File: config.mk
export PLATFORM = sky130hd
export DESIGN_NAME = bsp_front
export DESIGN_NICKNAME = d
export VERILOG_FILES = /design/src/hdl/bsp_pkg.sv /design/src/hdl/bsp_front.sv
export SDC_FILE = /design/constraint.sdc
export NUM_CORES = 1
export LEC_CHECK = 0
export BUFFER_PORTS_ARGS = -buffer_cell sky130_fd_sc_hd__buf_4
export CAP_MARGIN = 20
export CORE_AREA = 3 3 198 200
export DETAILED_ROUTE_END_ITERATION = 8
export DIE_AREA = 0 0 201 203
export GPL_TIMING_DRIVEN = 0
export PLACE_DENSITY = 0.33
export SLEW_MARGIN = 40
export SYNTH_ARGS = -nofsm -noshare
export SYNTH_HDL_FRONTEND = slang
export SYNTH_SLANG_ARGS = --single-unit
File: constraint.sdc
create_clock -name clk -period 1.85 [get_ports clk]
set_input_delay 0.0925 -clock clk [delete_from_list [all_inputs] [get_ports clk]]
set_output_delay 0.0925 -clock clk [all_outputs]
set_load 0.01 [all_outputs]
File: src/hdl/bsp_pkg.sv
`timescale 1ns / 1ps
`default_nettype none
// ----------------------------------------------------------------------------
// bsp_pkg: shared types and constants for the BSP point locator
// Field widths, stream packing offsets, node and queue item layouts, codes.
// ----------------------------------------------------------------------------
package bsp_pkg;

    localparam int MAX_NODES_DEF = 4096;

    localparam int COORD_W  = 32;
    localparam int LINK_W   = 16;
    localparam int NIDX_W   = 12;
    localparam int COUNT_W  = 13;
    localparam int LEAF_W   = 15;
    localparam int LEAF_BIT = 15;
    localparam int HALF_W   = 16;
    localparam int PROD_W   = COORD_W + HALF_W;

    // Input tdata layout, lowest bit first
    localparam int NIDX_LSB   = 0;
    localparam int LX_LSB     = NIDX_LSB + NIDX_W;
    localparam int LY_LSB     = LX_LSB + COORD_W;
    localparam int LDX_LSB    = LY_LSB + COORD_W;
    localparam int LDY_LSB    = LDX_LSB + COORD_W;
    localparam int CFRONT_LSB = LDY_LSB + COORD_W;
    localparam int CBACK_LSB  = CFRONT_LSB + LINK_W;
    localparam int QX_LSB     = CBACK_LSB + LINK_W;
    localparam int QY_LSB     = QX_LSB + COORD_W;
    localparam int S_USED_W   = QY_LSB + COORD_W;
    localparam int S_TDATA_W  = ((S_USED_W + 7) / 8) * 8;
    localparam int M_TDATA_W  = ((LEAF_W + 7) / 8) * 8;

    // Power of two
    localparam int QUEUE_DEPTH = 2;

    typedef enum logic
    {
        REQ_WRITE = 1'b0,
        REQ_QUERY = 1'b1
    } req_t;

    typedef enum logic [1:0]
    {
        OP_WRITE,
        OP_QUERY,
        OP_EMPTY
    } op_t;

    typedef struct packed
    {
        logic        [LINK_W-1:0]  child_back;
        logic        [LINK_W-1:0]  child_front;
        logic signed [COORD_W-1:0] dy;
        logic signed [COORD_W-1:0] dx;
        logic signed [COORD_W-1:0] y;
        logic signed [COORD_W-1:0] x;
    } node_t;

    typedef struct packed
    {
        op_t                       op;
        logic        [NIDX_W-1:0]  node_index;
        logic        [COUNT_W-1:0] limit;
        node_t                     node;
        logic signed [COORD_W-1:0] qx;
        logic signed [COORD_W-1:0] qy;
    } item_t;

    typedef enum logic [2:0]
    {
        WS_IDLE,
        WS_CHECK,
        WS_DIFF,
        WS_MUL,
        WS_CMP
    } walk_state_t;

endpackage : bsp_pkg
`default_nettype wire

File: src/hdl/bsp_front.sv
`timescale 1ns / 1ps
`default_nettype none
// ----------------------------------------------------------------------------
// bsp_front: item intake and classification
// Holds node_count, unpacks stream items and tags each as a node write,
// a tree walk, or an empty-table query. Writes beyond the table are dropped.
// ----------------------------------------------------------------------------
module bsp_front #(
    parameter int MAX_NODES = bsp_pkg::MAX_NODES_DEF
) (
    input  wire logic                            clk,
    input  wire logic                            rst_n,
    input  wire logic                            cfg_valid,
    output logic                                 cfg_ready,
    input  wire logic [bsp_pkg::COUNT_W-1:0]     cfg_data,
    input  wire logic                            s_tvalid,
    output logic                                 s_tready,
    input  wire logic [bsp_pkg::S_TDATA_W-1:0]   s_tdata,
    input  wire logic                            s_tuser,
    input  wire logic                            q_full,
    output logic                                 push,
    output bsp_pkg::item_t                       push_item
);
    import bsp_pkg::*;

    localparam logic [LINK_W-1:0] MAX_LIM = LINK_W'(MAX_NODES);

    logic [COUNT_W-1:0] count_reg;
    logic [COUNT_W-1:0] limit;
    logic               in_range;
    logic               accept;

    assign cfg_ready = 1'b1;

    always_ff @(posedge clk or negedge rst_n)
    begin
        if (!rst_n)
        begin
            count_reg <= '0;
        end
        else if (cfg_valid)
        begin
            count_reg <= cfg_data;
        end
    end

    // Clamp node_count to the table size
    always_comb
    begin
        if ({{(LINK_W-COUNT_W){1'b0}}, count_reg} > MAX_LIM)
        begin
            limit = MAX_LIM[COUNT_W-1:0];
        end
        else
        begin
            limit = count_reg;
        end
    end

    assign in_range = {{(LINK_W-NIDX_W){1'b0}}, s_tdata[NIDX_LSB +: NIDX_W]} < MAX_LIM;

    always_comb
    begin
        push_item.node_index       = s_tdata[NIDX_LSB +: NIDX_W];
        push_item.limit            = limit;
        push_item.node.x           = s_tdata[LX_LSB +: COORD_W];
        push_item.node.y           = s_tdata[LY_LSB +: COORD_W];
        push_item.node.dx          = s_tdata[LDX_LSB +: COORD_W];
        push_item.node.dy          = s_tdata[LDY_LSB +: COORD_W];
        push_item.node.child_front = s_tdata[CFRONT_LSB +: LINK_W];
        push_item.node.child_back  = s_tdata[CBACK_LSB +: LINK_W];
        push_item.qx               = s_tdata[QX_LSB +: COORD_W];
        push_item.qy               = s_tdata[QY_LSB +: COORD_W];
        if (req_t'(s_tuser) == REQ_WRITE)
        begin
            push_item.op = OP_WRITE;
        end
        else if (limit == '0)
        begin
            push_item.op = OP_EMPTY;
        end
        else
        begin
            push_item.op = OP_QUERY;
        end
    end

    assign s_tready = !q_full;
    assign accept   = s_tvalid && s_tready;
    // drop writes that fall outside the table
    assign push     = accept && !((req_t'(s_tuser) == REQ_WRITE) && !in_range);

endmodule : bsp_front
`default_nettype wire

* Yosys cells after proc, flatten, opt, wreduce, memory -nomap -nowiden
Index checks and enable logic that the tools add are counted.
** Storage, ports and cells
- Register bits after elaboration :: 13
- Word-level logic and storage cells :: 8
** Cells by class
- Magnitude comparators :: 1
- Multiplexer cells :: 3
- Reduce and logical (&&, ||, !) cells :: 3
** Operators with widths (count)
- $gt A13 B13 Y1 const B :: 1
- $logic_not A13 Y1 :: 1
- $mux W13 :: 1
- $mux W2 :: 2
- $logic_and A1 B1 Y1 :: 1
- $logic_not A1 Y1 :: 1

* Logic depth before layout (Yosys ltp)
Gate-level depths: netlist of the first run.
- Word-level depth :: 5
- Depth in mapped cells :: 3
- Gate-level depth less buffers :: 3

* Worst setup path before layout of the first run
No wires, ideal clock.
- Path type :: register -> output
- Start point :: reg count_reg[9]
- End point :: out push_item[250] in the netlist's numbering
- Data arrival time :: 1.346 ns
- Slack :: 0.411 ns
- Stages on the path, launching flop included :: 4
- Cells stage by stage :: dfrtp_1 or4_4 nor4_2 and2_1
** RTL lines
- start: declaration :: line bsp_front.sv:28 : logic [COUNT_W-1:0] count_reg;
- start signal: assignment :: line bsp_front.sv:43 : count_reg <= cfg_data;
- end: declaration :: line bsp_front.sv:22 : output bsp_pkg::item_t push_item

==> reports/metrics.yaml, run 1 <==
status: "finished with violations"
violations: "negative setup slack"
fp-row-count: 71
synth_ff_type: "dfrtp_1"
tns_ps: -15.4
synth_edf_count: 0
postRouteAntennaNets: 0
ir_worst_vdd_v: 0.000283
num_vias: 2573
design.core.area_sq_um: 37600
min_path_type: "primary input to register"
fin_cells: 1077
hold_slack_ps: 70.3
min_period_ps: 1870
clk_pin_slew_ps: 50
grt_max_degree: 14
fillers: 4309
port_buffers: 271
cts_tree: "built"
wirelength_microns: 14100
synthTopCellsByArea: "buf_4, dfrtp_1, mux2_2"
io_pins: 513
synth.cell_area_sq_um: 2400
place_inst: 1069
clock_sinks: 13
die_w_microns: 201
cp_slowest_cell: "or4_4"
cts_made_buffers: 3
finalClockSkew_ps: 0
synthCells: 287
synth.avg_cell_area_sq_um: 8.37
endpoint_kind: "output pin"
cts_root_buffer: "clkbuf_16"
synth_area_leader_cell: "buf_4"
htreeDepth: 1
ctsLongestPathBuffers: 2
post-route-period-util: 1.01
slowest_delay_ps: 560
synth_common_cells: "buf_4, nor2b_1, dfrtp_1, mux2_2, mux2_1"
gp_congestion: 0.745
wl_per_cell_microns: 13.1
crit_chain: "or4_4 > nor4_4 > and2_1 > buf_4"
start_util: 0.0640
grt_first_pass_wirelength_microns: 17600
ys_types: 13
layout-drive-gt1-share: 0.933
setup_viol: 1
power.density_nw_per_um2: 370
crit_required_ps: 1760
drv_cap: 0
gr-total-overflow: 0
hold_viol_final: 0
yosysWarnings: 0
vias_per_cell: 2.39
drt_iter0_drc: 54
crit_family: "simple AND/OR/NAND/NOR gates"
crit_type: "register to output pin"
layout_setup_ws_ps: -15.4
cp_max_fo: 2
seq_area_frac_synth: 0.135
clk-insertion-delay-late_ps: 240
grt_antenna_before_repair: 1
cellLeakagePower_nw: 2.76
cp_num_buf_inv: 1
synth_nets: 546
drc: 0
area_growth_pct: 116
dp_hpwl_microns: 13300
start_kind: "register"
die_area_sq_um: 40800
rsz0062_at_grt: "yes"
grtUsageTotal: 0.0579
async_reset_ff_frac: 1.00
largest_reg_flops: 13
final_util: 0.138
first_global_vias: 2626
maxSlewViolCount: 0
synth_seq_cells: 13
crit_arrival_ps: 1770
die_h_microns: 203
nets: 825
fmax_ghz: 0.536
synthMostInstantiatedCell: "buf_4"
dp_slack_ps: 113
synth_top_area_share: 0.740
drt-pass1-iter-count: 3
what timing repair did:
action | CTS | global route
setup endpoints to repair | 2 | 2
resized for setup | 3 | 0
setup buffers | 2 | 0
endpoints found under the hold margin | 13 | 0
pin swaps | 2 | 0
hold buffers | 1 | 0
cell usage in the layout (no fill, tap or decap), types with 3 or more instances in the layout:
master,netlist,routed
buf_4,237,510
nor2b_1,14,14
dfrtp_1,13,13
mux2_2,9,9
mux2_1,4,4
clkbuf_1,2,3
or4_4,1,3
clkbuf_16,0,3
power breakdown:
part           total [mW]  switching, mW  internal (mW)
registers           0.341         0.0267          0.314
clock network       0.414          0.122          0.291
logic                1.17          0.427          0.741
cell type report:
| cell class | count | area [sq um] | share of cell area |
|---|---|---|---|
| timing repair buffer | 274 | 2060 | 0.396 |
| buffer | 240 | 1790 | 0.345 |
| tap | 511 | 639 | 0.123 |
| sequential | 13 | 325 | 0.0626 |
| multi-input combinational | 33 | 299 | 0.0575 |
| clock buffer | 4 | 78.8 | 0.0152 |
| inverter | 1 | 3.75 | 0.000722 |
| antenna | 1 | 2.50 | 0.000481 |
logic make-up (layout without fill, tap and decap cells):
logic type | Yosys count | in the layout | synth area share
other | 1 | 2 | 0.00156
DFF | 13 | 13 | 0.135
and+or+nand+nor | 19 | 19 | 0.0552
muxes | 13 | 13 | 0.0609
buffers and inverters | 241 | 519 | 0.747
final timing paths:
path / from / end / slack (ps) / depth (start not counted)
worst max-delay path: count_reg[6] / push_item[250] / -20 / 4
worst min-delay path: cfg_data[4] / count_reg[4] / 70 / 2
worst max register to register: count_reg[12] / count_reg[12] / 740 / 2
worst min register to register: count_reg[1] / count_reg[1] / 540 / 1
max in group asynchronous: rst_n / count_reg[5] / 1440 / 2
min in group asynchronous: rst_n / count_reg[11] / 250 / 2
per-stage QoR:
stage	area, sq um	total power, mW
floorplan	2400	0.940
global placement	5080	1.52
detailed placement	5080	1.52
CTS	5200	1.95
global route	5200	2.02
finish	5200	1.92
routing by layer:
layer / part of all wire / track usage / wire length, microns / vias to the layer above
met5: 0 / 0 / 0 / -
met4: 0.0081 / 0.00903 / 114 / 0
met3: 0.11 / 0.0223 / 1580 / 4
met2: 0.54 / 0.109 / 7600 / 224
met1: 0.34 / 0.0620 / 4860 / 1145
li1: - / - / - / 1200
Power figures use the tool's default switching activity.
==> run 2, diff against run 1 <==
CELL_PAD_IN_SITES_DETAIL_PLACEMENT = 1   (was not set)
CELL_PAD_IN_SITES_GLOBAL_PLACEMENT = 1   (was not set)
PLACE_DENSITY = 0.48   (was 0.33)
==> run 2 against run 1 <==
The flow now finishes without violations. Hold slack worse by 3.9 ps. Die area unchanged. Final cell count is 0.19% lower. Global-route usage is 0.094 points higher. Core utilization is essentially flat. Critical path depth unchanged. Highest routed layer unchanged.
==> reports/metrics.yaml, run 2 (synthesis gave the netlist of run 1 again) <==
status: "finished, final reports clean"
start_util: 0.0640  # unchanged
drc: 0  # unchanged
drv_cap: 0  # unchanged
drt-pass1-iter-count: 4  # +1
clk-insertion-delay-late_ps: 240  # about the same
fmax_ghz: 0.548  # +2.2%
p_int_mw: 1.34  # -0.27%
combPwrFrac: 0.608  # about the same
maxSlewViolCount: 0  # unchanged
wl_met2_microns: 7120  # -6.3%
final_cell_mix: "buf_4, nor2b_1, dfrtp_1, mux2_2, mux2_1"
r2r_end: "count_reg[12]"
cp_slowest_cell: "or4_4"
start_kind: "register"
crit_type: "register to output pin"
clk_pin_slew_ps: 40  # about the same
die_h_microns: 203  # unchanged
min_period_ps: 1830  # -39.6 ps
post-route-period-util: 0.987  # -0.0214
tns_ps: 0  # +15.4 ps
crit_chain: "or4_4 > nor4_4 > and2_1 > buf_4"
worstRegToRegCells: 2  # unchanged
wl_per_cell_microns: 13.0  # -1.1%
cp_max_fo: 3  # +1
htreeDepth: 1  # unchanged
dp_hpwl_microns: 13100  # -0.97%
io_pins: 513  # unchanged
crit_arrival_ps: 1730  # -40 ps
worstHoldPathCells: 2  # unchanged
crit_required_ps: 1760  # about the same
slowest_delay_ps: 550  # about the same
p_total_mw: 1.91  # -0.52%
port_buffers: 271  # unchanged
setup_viol: 0  # -1
nets: 824  # -0.12%
largest_reg_flops: 13  # unchanged
power.sequential.fraction: 0.177  # about the same
power_frac_clock: 0.216  # about the same
wirelength_microns: 14000  # -1.3%
hold_viol_final: 0  # unchanged
grt_antenna_before_repair: 1  # unchanged
ctsLongestPathBuffers: 2  # unchanged
rrSetupSlack_ps: 710  # -30 ps
die_area_sq_um: 40800  # unchanged
top_layer_used: "met4"
gp_congestion: 0.740  # -0.67%
worstHoldStart: "cfg_data[1]"
final_common_cell: "buf_4"
drt-met1-wl_microns: 5420  # +12%
grt_first_pass_wirelength_microns: 18900  # +7.2%
min_path_type: "primary input to register"
endpoint_kind: "output pin"
cts_tree: "built"
cts_root_buffer: "clkbuf_16"
cellLeakagePower_nw: 2.76  # -0.23%
area_growth_pct: 116
fin_cells: 1075  # -0.19%
switching_share: 0.298  # -0.00172
power.density_nw_per_um2: 369  # -0.25%
grt_max_degree: 14  # unchanged
die_w_microns: 201  # unchanged
met3_length_microns: 1380  # -12%
r2r_start: "count_reg[12]"
min_delay_worst_endpoint: "count_reg[1]"
p_switching_uw: 570  # -1.1%
grtUsageTotal: 0.0588  # +0.000936
clock_sinks: 13  # unchanged
finalClockSkew_ps: 0  # unchanged
place_inst: 1069  # unchanged
fp-row-count: 71  # unchanged
placed_area_sq_um: 5080  # unchanged
rsz0062_at_grt: "yes"
drt_iter0_drc: 67  # +24%
final_cell_area_sq_um: 5190  # -0.26%
diodes: 0  # -1
postRouteAntennaNets: 0  # unchanged
num_vias: 2568  # -0.19%
vias_per_cell: 2.39  # about the same
layout-drive-gt1-share: 0.931  # -0.00189
ir_worst_vdd_v: 0.000357  # +26%
design.core.area_sq_um: 37600  # unchanged
cts_made_buffers: 3  # unchanged
first_global_vias: 2862  # +9.0%
gr-total-overflow: 0  # unchanged
==> run 2: changes by cell type in the layout (fill, tap and decap cells not counted), sizes merged <==
cell / before / now
buf: 511 / 510
diode: 1 / 0
==> run 2: what timing repair did <==
item	in CTS	in global routing
hold buffers	1	0
endpoints found under the hold margin	13	0
gates resized for setup	2	0
gates cloned	0	0
setup buffers	1	0
pin swaps	2	2
endpoints found under the setup margin	1	2
==> run 2: per-stage QoR <==
step / utilization / hold WS (ps) / setup slack [ps]
3_5_place_dp: 0.135 / -44.4 / 232
5_1_grt: 0.138 / 82.2 / -59.1
3_3_place_gp: 0.135 / -44.9 / 225
2_1_floorplan: - / -203 / 411
6_report: 0.138 / 66.4 / 24.2
4_1_cts: 0.138 / 63.9 / 4.32
==> run 2: routing by layer <==
layer | vias up | global-route usage
li1 | 1195 | -
met1 | 1136 | 0.0739
met2 | 231 | 0.103
met3 | 6 | 0.0181
met4 | 0 | 0.00527
met5 | - | 0
==> run 2: final cells by class <==
class / instances / area (sq um)
fillers: 4541 / 32400
repair buffers: 273 / 2050
plain buffers: 240 / 1790
well taps: 511 / 639
flip-flops and latches: 13 / 325
multi-input cells: 33 / 295
clock buffers: 4 / 78.8
inverters: 1 / 3.75
==> run 2: worst max-delay path by stage <==
| stage | cells past startpoint | startpoint | end | slack, ps |
|---|---|---|---|---|
| final | 4 | count_reg[9] | push_item[250] | 20 |
| after global routing | 4 | count_reg[9] | push_item[250] | -60 |
| after CTS | 4 | count_reg[0] | push_item[250] | 4 |
| after detailed placement | 4 | count_reg[0] | push_item[250] | 230 |
| after global placement | 4 | count_reg[0] | push_item[250] | 220 |
| after floorplan | 3 | count_reg[9] | push_item[250] | 410 |
==> run 2: critical path, delay by kind of cell (launching register included) <==
kind                   cells  cell delay [ps]
flip-flops                 1              390
AND/OR/NAND/NOR            3              990
buffers and inverters      1              110
==> run 2: power groups by stage <==
stage / registers, mW / clock network [mW] / logic [mW]
finish: 0.338 / 0.412 / 1.16
global placement: 0.343 / 0 / 1.17
CTS: 0.339 / 0.423 / 1.18
global route: 0.344 / 0.434 / 1.24
detailed placement: 0.342 / 0 / 1.17
floorplan: 0.332 / 0 / 0.608
