### src/hdl/bsp_pkg.sv
`timescale 1ns / 1ps
`default_nettype none
// ----------------------------------------------------------------------------
// bsp_pkg: shared types and constants for the BSP point locator
// Field widths, stream packing offsets, node and queue item layouts, codes.
// ----------------------------------------------------------------------------
package bsp_pkg;

    localparam int MAX_NODES_DEF = 4096;

    localparam int COORD_W  = 32;
    localparam int LINK_W   = 16;
    localparam int NIDX_W   = 12;
    localparam int COUNT_W  = 13;
    localparam int LEAF_W   = 15;
    localparam int LEAF_BIT = 15;
    localparam int HALF_W   = 16;
    localparam int PROD_W   = COORD_W + HALF_W;

    // Input tdata layout, lowest bit first
    localparam int NIDX_LSB   = 0;
    localparam int LX_LSB     = NIDX_LSB + NIDX_W;
    localparam int LY_LSB     = LX_LSB + COORD_W;
    localparam int LDX_LSB    = LY_LSB + COORD_W;
    localparam int LDY_LSB    = LDX_LSB + COORD_W;
    localparam int CFRONT_LSB = LDY_LSB + COORD_W;
    localparam int CBACK_LSB  = CFRONT_LSB + LINK_W;
    localparam int QX_LSB     = CBACK_LSB + LINK_W;
    localparam int QY_LSB     = QX_LSB + COORD_W;
    localparam int S_USED_W   = QY_LSB + COORD_W;
    localparam int S_TDATA_W  = ((S_USED_W + 7) / 8) * 8;
    localparam int M_TDATA_W  = ((LEAF_W + 7) / 8) * 8;

    // Power of two
    localparam int QUEUE_DEPTH = 2;

    typedef enum logic
    {
        REQ_WRITE = 1'b0,
        REQ_QUERY = 1'b1
    } req_t;

    typedef enum logic [1:0]
    {
        OP_WRITE,
        OP_QUERY,
        OP_EMPTY
    } op_t;

    typedef struct packed
    {
        logic        [LINK_W-1:0]  child_back;
        logic        [LINK_W-1:0]  child_front;
        logic signed [COORD_W-1:0] dy;
        logic signed [COORD_W-1:0] dx;
        logic signed [COORD_W-1:0] y;
        logic signed [COORD_W-1:0] x;
    } node_t;

    typedef struct packed
    {
        op_t                       op;
        logic        [NIDX_W-1:0]  node_index;
        logic        [COUNT_W-1:0] limit;
        node_t                     node;
        logic signed [COORD_W-1:0] qx;
        logic signed [COORD_W-1:0] qy;
    } item_t;

    typedef enum logic [2:0]
    {
        WS_IDLE,
        WS_CHECK,
        WS_DIFF,
        WS_MUL,
        WS_CMP
    } walk_state_t;

endpackage : bsp_pkg
`default_nettype wire

### src/hdl/bsp_fifo.sv
`timescale 1ns / 1ps
`default_nettype none
// ----------------------------------------------------------------------------
// bsp_fifo: item queue between intake and walker
// Short first-in first-out buffer of classified items.
// ----------------------------------------------------------------------------
module bsp_fifo (
    input  wire logic           clk,
    input  wire logic           rst_n,
    input  wire logic           push,
    input  wire bsp_pkg::item_t push_item,
    output logic                full,
    input  wire logic           pop,
    output bsp_pkg::item_t      pop_item,
    output logic                not_empty
);
    import bsp_pkg::*;

    localparam int PTR_W = (QUEUE_DEPTH > 1) ? $clog2(QUEUE_DEPTH) : 1;

    item_t            slot_reg [QUEUE_DEPTH];
    logic [PTR_W-1:0] wr_ptr_reg;
    logic [PTR_W-1:0] rd_ptr_reg;
    logic [PTR_W:0]   count_reg;
    logic [PTR_W:0]   count_next;
    logic             do_push;
    logic             do_pop;

    assign full      = count_reg == (PTR_W+1)'(QUEUE_DEPTH);
    assign not_empty = count_reg != '0;
    assign do_push   = push && !full;
    assign do_pop    = pop && not_empty;
    assign pop_item  = slot_reg[rd_ptr_reg];

    always_comb
    begin
        count_next = count_reg;
        if (do_push && !do_pop)
        begin
            count_next = count_reg + 1'b1;
        end
        else if (do_pop && !do_push)
        begin
            count_next = count_reg - 1'b1;
        end
    end

    always_ff @(posedge clk or negedge rst_n)
    begin
        if (!rst_n)
        begin
            wr_ptr_reg <= '0;
            rd_ptr_reg <= '0;
            count_reg  <= '0;
        end
        else
        begin
            count_reg <= count_next;
            if (do_push)
            begin
                wr_ptr_reg <= wr_ptr_reg + 1'b1;
            end
            if (do_pop)
            begin
                rd_ptr_reg <= rd_ptr_reg + 1'b1;
            end
        end
    end

    always_ff @(posedge clk)
    begin
        if (do_push)
        begin
            slot_reg[wr_ptr_reg] <= push_item;
        end
    end

endmodule : bsp_fifo
`default_nettype wire

### config.mk
export PLATFORM = sky130hd
export DESIGN_NAME = bsp_fifo
export DESIGN_NICKNAME = d
export VERILOG_FILES = /design/src/hdl/bsp_pkg.sv /design/src/hdl/bsp_fifo.sv
export SDC_FILE = /design/constraint.sdc
export NUM_CORES = 1
export LEC_CHECK = 0
export BUFFER_PORTS_ARGS = -buffer_cell sky130_fd_sc_hd__buf_4
export CAP_MARGIN = 20
export CELL_PAD_IN_SITES_DETAIL_PLACEMENT = 1
export CELL_PAD_IN_SITES_GLOBAL_PLACEMENT = 2
export CORE_AREA = 2 2 177 309
export DETAILED_ROUTE_END_ITERATION = 7
export DIE_AREA = 0 0 179 311
export HOLD_SLACK_MARGIN = 0.1
export MAX_ROUTING_LAYER = met4
export PLACE_DENSITY_LB_ADDON = 0.25
export SLEW_MARGIN = 10
export SYNTH_ARGS = -nofsm -noshare
export SYNTH_HDL_FRONTEND = slang
export SYNTH_SLANG_ARGS = --single-unit
export TNS_END_PERCENT = 50
### constraint.sdc
create_clock -name clk -period 11.6 [get_ports clk]
set_input_delay 1.16 -clock clk [delete_from_list [all_inputs] [get_ports clk]]
set_output_delay 1.16 -clock clk [all_outputs]
set_load 0.01 [all_outputs]
### After elaboration in Yosys (flattened, before gate mapping)

Memories as Yosys holds them, arrays and structs flattened.
Cells that the tools add are included.

* register bits after elaboration: 4
* latch bits: 0
* RAM bits: 502
* ROM bits: 0
* bits of input ports: 255
* output and inout bits: 253
* memories kept: 1

* $add $sub $neg: 4
* multiply operators: 0
* div/mod/pow operators: 0
* order comparisons: 0
* equality and inequality tests: 1
* shift operators: 0
* muxes and demuxes: 4
* bitwise gates (word level): 0
* reduce and logical (&&, ||, !) cells: 9

Memories
* slot_reg: depth 2, width 251, rd ports 1, clocked after memory_dff 0, wr ports 1, line bsp_fifo.sv:21 `item_t slot_reg [QUEUE_DEPTH];`

Operators with widths (count)
* logical AND 1 bit: 4
* two-way mux 2 bit: 2
* nonzero test 2 bit: 2
* logical NOT 1 bit: 3
* adder 1 bit (second input constant): 2
* adder 2 x 1 -> 2 bit (second input constant): 1
* equality test 2 bit (second input constant): 1
* two-way mux 1 bit: 2
* subtractor 2 x 1 -> 2 bit (second input constant): 1

### Logic depth before layout (Yosys ltp)

Gate-level depths: netlist of run 1.

* depth after elaboration: 7
* gate-level depth with buffers: 7
* mapped depth without buffers: 7

### Worst setup path before layout of run 1

No wires, ideal clock.

* kind: input to register
* start point: in push
* end point: mem slot_reg[0][0] (netlist bit), enable pin
* setup time: 0.867 ns
* data arrival time: 11.646 ns
* required time: 10.733 ns
* path slack: -0.913 ns
* stages: 2
* buffers on the path: 0
* path through: nand2_1 -> nor2_1

* word-level cells in the longest chain between the ends: 3

RTL lines
* start, declared: line bsp_fifo.sv:10 `input wire logic push,`
* logical AND 1 bit: line bsp_fifo.sv:31 `assign do_push = push && !full;`
* two-way mux 1 bit: line bsp_fifo.sv:72 `if (do_push)`
* two-way mux 1 bit (implied by the code): line bsp_fifo.sv:74 `slot_reg[wr_ptr_reg] <= push_item;`
* end, declared: line bsp_fifo.sv:21

Every way passes these cells.

==> results of run 1 <==
-- kinds of logic after synthesis --
family                   count (synthesis)
XOR/XNOR                                 5
adder cells (fa/ha/maj)                  1
buffers and inverters                   30
flip-flops                             506
multiplexers                           251
AND/OR/NAND/NOR                          7
-- cells in the final DEF, fill, tap and decap left out, types with 3 or more instances in the layout --
cell / netlist / routed
clkinvlp_4: 0 / 5
clkbuf_16: 0 / 49
clkbuf_1: 0 / 8
buf_4: 0 / 517
mux2_2: 251 / 251
diode_2: 0 / 8
xnor2_1: 3 / 3
bufinv_16: 0 / 3
clkinv_2: 0 / 7
edfxtp_1: 502 / 502
clkinv_1: 0 / 10
dfrtp_1: 4 / 3
-- how the worst min path moves through the flow --
stage / startpoint / to / cells after the start / slack, ps
floorplan: count_reg[1] / count_reg[1] / 1 / 460
detailed placement: count_reg[1] / count_reg[1] / 1 / 490
global route: rst_n / rd_ptr_reg / 1 / 360
finish: rst_n / rd_ptr_reg / 1 / 390
global placement: count_reg[1] / count_reg[1] / 1 / 470
CTS: rst_n / rd_ptr_reg / 1 / 340
-- power groups by stage --
stage	logic [mW]	clock network (mW)	registers [mW]
after detailed placement	1.96	0	2.70
after global routing	2.07	1.60	2.70
final	1.93	1.48	2.66
after floorplan	1.12	0	2.71
after global placement	1.95	0	2.69
after CTS	1.97	1.54	2.67
-- worst register-to-register path, cell delays in order (launching register included) --
cell and delay [ps]:
dfrtp_1 410, nand2b_1 200, nand2_1 160, nor2_4 110, buf_4 650, buf_4 860
-- routing by layer --
metal	routed length (microns)	global-route usage, %	vias to the layer above	part of all wire, %
li1	-	-	4273	-
met1	14090	14.60	4637	30
met5	0	-	-	0
met4	2494	9.294	0	5.3
met3	4669	6.183	119	9.8
met2	26160	30.91	430	55
-- stage by stage --
| step | setup WS (ps) | hold slack, ps | total power, mW | util, % |
|---|---|---|---|---|
| after detailed placement | 7113 | 493.1 | 4.667 | 43.03 |
| after global routing | 6308 | 358.6 | 6.363 | 45.86 |
| final | 6585 | 385.2 | 6.070 | 45.86 |
| after floorplan | 3341 | 455.9 | 3.822 | - |
| after CTS | 6460 | 343.1 | 6.178 | 45.77 |
| after global placement | 7182 | 474.6 | 4.639 | 43.03 |
-- cell type report --
type / instances / share of cell area (%)
inverters: 2 / 0.03082
clock inverters: 25 / 0.8219
diodes: 8 / 0.08219
multi-input cells: 264 / 12.03
well taps: 684 / 3.514
clock buffers: 57 / 5.158
flip-flops and latches: 506 / 62.32
repair buffers: 518 / 16.05
==> out/metrics.yaml, run 1 <==
critical_path.max_fanout: 69
slowest_delay_ps: 910
dieArea_sq_um: 55670
critPathCapture: "pop_item[184]"
clk_pin_slew_worst_paths_ps: 60
antenna_left: 0
ys_async_sr_fraction_pct: 0.7905
yosys.area_share.adder_pct: 0.06811
seqCellArea_sq_um: 15180
placementRows: 112
rr_worst_depth: 5
synth_area_sq_um: 18370
finalNonFillerCells: 2064
cp-start-kind: "register"
synth_compound_area_share_pct: 0
worst_pin_slew_ps: 1008
power.density_nw_per_um2: 249.2
first_pass_iters: 4
syn-num-nets: 1056
netlist_top_cells_count: "edfxtp_1 (502), mux2_2 (251), buf_6 (21)"
yosys-top-cells-area: "edfxtp_1 (82%), mux2_2 (15%), buf_6 (1.3%)"
overflow: 0
first_global_vias: 10559
nets: 1596
p_int_mw: 4.306
design.portCount: 508
syn_avg_cell_area_sq_um: 22.96
grt_max_degree: 78
synth_top_area_share_pct: 82.06
drcViolationCount: 0
worstPathRequired_ps: 10440
filler_cell_count: 5098
post_drt_wl_per_cell_microns: 22.97
cts_tree: "done"
synth_top_family_by_area: "multiplexers"
r2r_slack_ps: 8820
synth.most_common_cell: "edfxtp_1"
p_switching_mw: 1.764
finalCriticalPeriod_ps: 5015
viasPerCell: 4.583
crit_top_cell: "buf_4"
synth_xor_area_share_pct: 0.2384
status: "finished, final reports clean"
path_cells: "buf_4 -> buf_4 -> mux2_2 -> buf_4"
fmax_mhz: 199.4
multi_input_area_sq_um: 2929
largest_reg_flops: 502
antenna_found_initial: 8
cp-startpoint: "rd_ptr_reg"
clk_path_buf_depth: 3
worstSetupPathType: "reg -> out"
initial_core_util_pct: 34.59
drive_gt1_share_pct: 61.01
timing.rr.start: "count_reg[0]"
slew_headroom_pct: 32.79
die_width_microns: 179
finalHoldViolCount: 0
crit_path_end_kind: "output pin"
cts.sinks: 506
fin_area_sq_um: 24360
fin_crit_sh_pct: 43.24
cts-buffers-inserted: 48
synthToLayoutAreaGrowth_pct: 32.58
gp_congestion: 0.8120
die_height_microns: 311
dp_hpwl_microns: 33640
insertion_delay_ps: 560
ys_seq_area_share_pct: 82.60
muxShareOfSynthArea_pct: 15.39
h-tree-depth: 2
worst_clock_skew_ps: 10.01
cp_num_cells: 4
portBuffers: 507
placedInstanceArea_sq_um: 22850
synth_cell_types: 14
postCtsSetupBuffers: 0
peakVddDrop_v: 0.0001764
synth-edff-count: 502
synth_cells: 800
yosys_register_bits: 506
min_path_type: "in -> async"
slew_viol_final: 0
ctsHoldBuffers: 0
synthFlopType: "edfxtp_1"
clockRootBuffer: "clkbuf_16"
pwr-share-clk_pct: 24.5
cts_resized: 0
rsz0062_at_grt: "false"
grt_first_pass_wirelength_microns: 66550
setup_viol: 0
drt_iter0_markers: 367
track_usage_pct: 16.98
vias: 9459
critPathSlowestCell: "dfrtp_4"
path_delay_family: "buffers and inverters"
power_frac_seq_pct: 43.8
power.leakage_nw: 8.949
arrival_ps: 3860
drv_cap: 0
drt-total-wl_microns: 47420
setup-tns-final_ps: 0
core-area_sq_um: 53110
r2r-end: "slot_reg[0][170]"
dp_cells: 1973
critPathBufInv: 3
yosys.area.top_type: "edfxtp_1"
power.share.combinational_pct: 31.8
power_switching_share_pct: 29.06
yosys_warnings: 0
yosys.area_share.simple_pct: 0.1839
Note: power is estimated with default switching activity, not from simulation.
==> run 2, diff against run 1 <==
--- a/config.mk
+++ b/config.mk
@@ -5,13 +5,14 @@
 export SDC_FILE = /design/constraint.sdc
 export NUM_CORES = 1
 export LEC_CHECK = 0
+export ABC_AREA = 1
 export BUFFER_PORTS_ARGS = -buffer_cell sky130_fd_sc_hd__buf_4
 export CAP_MARGIN = 20
 export CELL_PAD_IN_SITES_DETAIL_PLACEMENT = 1
 export CELL_PAD_IN_SITES_GLOBAL_PLACEMENT = 2
-export CORE_AREA = 2 2 177 309
+export CORE_AREA = 2 2 188 329
 export DETAILED_ROUTE_END_ITERATION = 7
-export DIE_AREA = 0 0 179 311
+export DIE_AREA = 0 0 190 331
 export HOLD_SLACK_MARGIN = 0.1
 export MAX_ROUTING_LAYER = met4
 export PLACE_DENSITY_LB_ADDON = 0.25
==> constraint.sdc (replaced) <==
create_clock -name clk -period 4.3 [get_ports clk]
set_input_delay 0.43 -clock clk [delete_from_list [all_inputs] [get_ports clk]]
set_output_delay 0.43 -clock clk [all_outputs]
set_load 0.01 [all_outputs]
==> out/metrics.yaml, run 2 <==
arrival_ps: 2400
p_int_mw: 11.42
synthFlopType: "edfxtp_1"
fin_ws_ps: 1467
power_switching_share_pct: 33.99
netlist_top_cells_count: "nand2_1 (764), edfxtp_1 (502), buf_2 (26)"
path_delay_family: "buffers and inverters"
drt_iter0_markers: 485
finalPower_mw: 17.31
synth.most_common_cell: "nand2_1"
gp_congestion: 0.7467
drive_gt1_share_pct: 27.16
fmax_mhz: 353.0
clockRootBuffer: "clkbuf_16"
synth_area_sq_um: 18530
place_ws_ps: 1985
final_core_util_pct: 45.21
design.portCount: 508
slew_headroom_pct: 41.75
path_cells: "inv_8 -> buf_12 -> nand2_1 -> nand2_1 -> buf_4"
track_usage_pct: 16.95
cts-buffers-inserted: 47
synth-edff-count: 502
insertion_delay_ps: 580
initial_core_util_pct: 30.88
power.leakage_nw: 11.32
finalCriticalPeriod_ps: 2833
critPathBufInv: 3
rsz0062_at_grt: "false"
worstPathRequired_ps: 3870
setup_viol: 0
ys_seq_area_share_pct: 81.90
first_global_vias: 13609
crit_path_end_kind: "output pin"
clk_pin_slew_worst_paths_ps: 60
final_cell_mix: "nand2_1 (764), buf_4 (509), edfxtp_1 (502), dlygate4sd3_1 (253), clkbuf_16 (49)"
min_path_type: "in -> async"
core-area_sq_um: 60000
largest_reg_flops: 502
mostFrequentLayoutCell: "nand2_1"
dp_hpwl_microns: 34620
hold_slack_ps: 251.2
die_height_microns: 331
cts_tree: "done"
grt_max_degree: 129
h-tree-depth: 2
worst_pin_slew_ps: 873.7
syn_avg_cell_area_sq_um: 13.81
yosys_warnings: 0
power.share.combinational_pct: 36.4
critPathSlowestCell: "dfrtp_4"
portBuffers: 507
worst_clock_skew_ps: 16.46
viasPerCell: 4.363
pwr-share-clk_pct: 23.3
slowest_delay_ps: 530
overflow: 0
yosys-top-cells-area: "edfxtp_1 (81%), nand2_1 (15%), buf_6 (1.2%)"
synth_cells: 1342
finalHoldViolCount: 0
synth_cell_types: 15
p_switching_mw: 5.882
antenna_left: 0
antenna_found_initial: 7
cp-start-kind: "register"
drv_cap: 0
power.density_nw_per_um2: 638.0
worstSetupPathType: "reg -> out"
grt_first_pass_wirelength_microns: 79020
slew_viol_final: 0
synthToLayoutAreaGrowth_pct: 46.40
critical_path.max_fanout: 93
fin_crit_sh_pct: 65.88
die_width_microns: 190
drcViolationCount: 0
dieArea_sq_um: 62890
nets: 2362
status: "finished, final reports clean"
vias: 12811
power_frac_seq_pct: 40.4
filler_cell_count: 6328
syn-num-nets: 1598
clk_path_buf_depth: 3
peakVddDrop_v: 0.0004653
post_drt_wl_per_cell_microns: 18.19
cts.sinks: 506
ys_async_sr_fraction_pct: 0.7905
yosys.area.top_type: "edfxtp_1"
first_pass_iters: 4
synth_top_area_share_pct: 81.36
placementRows: 119
crit_top_cell: "nand2_1"
drt-total-wl_microns: 53420
yosys_register_bits: 506
==> run 2: cell count changes after synthesis, moves of 3 or more <==
| cell | before | now |
|---|---|---|
| buf_2 | 7 | 26 |
| mux2_2 | 251 | 0 |
| buf_4 | 0 | 3 |
| inv_1 | 2 | 7 |
| clkbuf_1 | 0 | 6 |
| nand2_1 | 2 | 764 |
==> run 2: worst paths after layout <==
check | start | endpoint | slack (ps) | cells past startpoint
max | rd_ptr_reg | pop_item[54] | 1470 | 5
min | rst_n | wr_ptr_reg | 250 | 2
max reg2reg | count_reg[1] | slot_reg[1][85] | 2000 | 4
min reg2reg | count_reg[1] | count_reg[1] | 470 | 2
max in group asynchronous | rst_n | rd_ptr_reg | 3920 | 2
min in group clk | push | wr_ptr_reg | 310 | 4
==> run 2: per-layer routing <==
metal	GRT usage [%]	share of wire, %	up-vias
li1	-	-	6066
met1	18.36	38	6193
met2	28.86	51	463
met3	5.537	8.7	89
met4	6.454	3.2	0
met5	-	0	-
==> run 2: power groups by stage <==
| stage | combinational (mW) | clock [mW] | sequential, mW |
|---|---|---|---|
| 6_report | 6.29 | 4.03 | 6.98 |
| 5_1_grt | 6.93 | 4.34 | 7.07 |
| 4_1_cts | 6.48 | 4.18 | 6.99 |
| 3_5_place_dp | 6.25 | 0 | 7.09 |
| 3_3_place_gp | 6.18 | 0 | 7.03 |
| 2_1_floorplan | 3.05 | 0 | 7.17 |
==> run 2: layout make-up <==
type | count | area, sq um | share of cell area, %
inverters | 8 | 41.29 | 0.1522
well taps | 786 | 983.4 | 3.625
repair buffers | 770 | 6514 | 24.01
flip-flops and latches | 506 | 15180 | 55.95
clock buffers | 60 | 1267 | 4.673
clock inverters | 26 | 192.7 | 0.7103
diodes | 7 | 17.52 | 0.06458
multi-input cells | 773 | 2932 | 10.81
==> run 2: stage by stage <==
step	std cells	area [sq um]	TNS (ps)
2_1_floorplan	1342	18540	-269550
3_3_place_gp	2590	23120	0
3_5_place_dp	2590	23120	0
4_1_cts	2929	27110	0
5_1_grt	2936	27130	0
6_report	2936	27130	0
==> run 2: worst reg2reg max path, delay by kind of cell (launching register included) <==
| family | cells | cell delay, ps |
|---|---|---|
| AO/OA/AOI/OAI | 1 | 180 |
| buffers and inverters | 2 | 640 |
| flip-flops | 1 | 380 |
| AND/OR/NAND/NOR | 1 | 540 |
==> run 2: timing repair <==
action	CTS	global route
setup buffers	0	0
hold endpoints to repair	507	0
gates resized for setup	0	0
endpoints found under the setup margin	0	0
hold buffers	253	0
==> run 2: cells by family after synthesis <==
group           after synthesis  share of synthesized area [%]
compound gates                1                        0.02698
xor+xnor                      1                        0.04728
fa+ha+maj                     1                        0.06752
buf+inv                      63                          2.336
flops                       506                          81.90
simple gates                770                          15.63
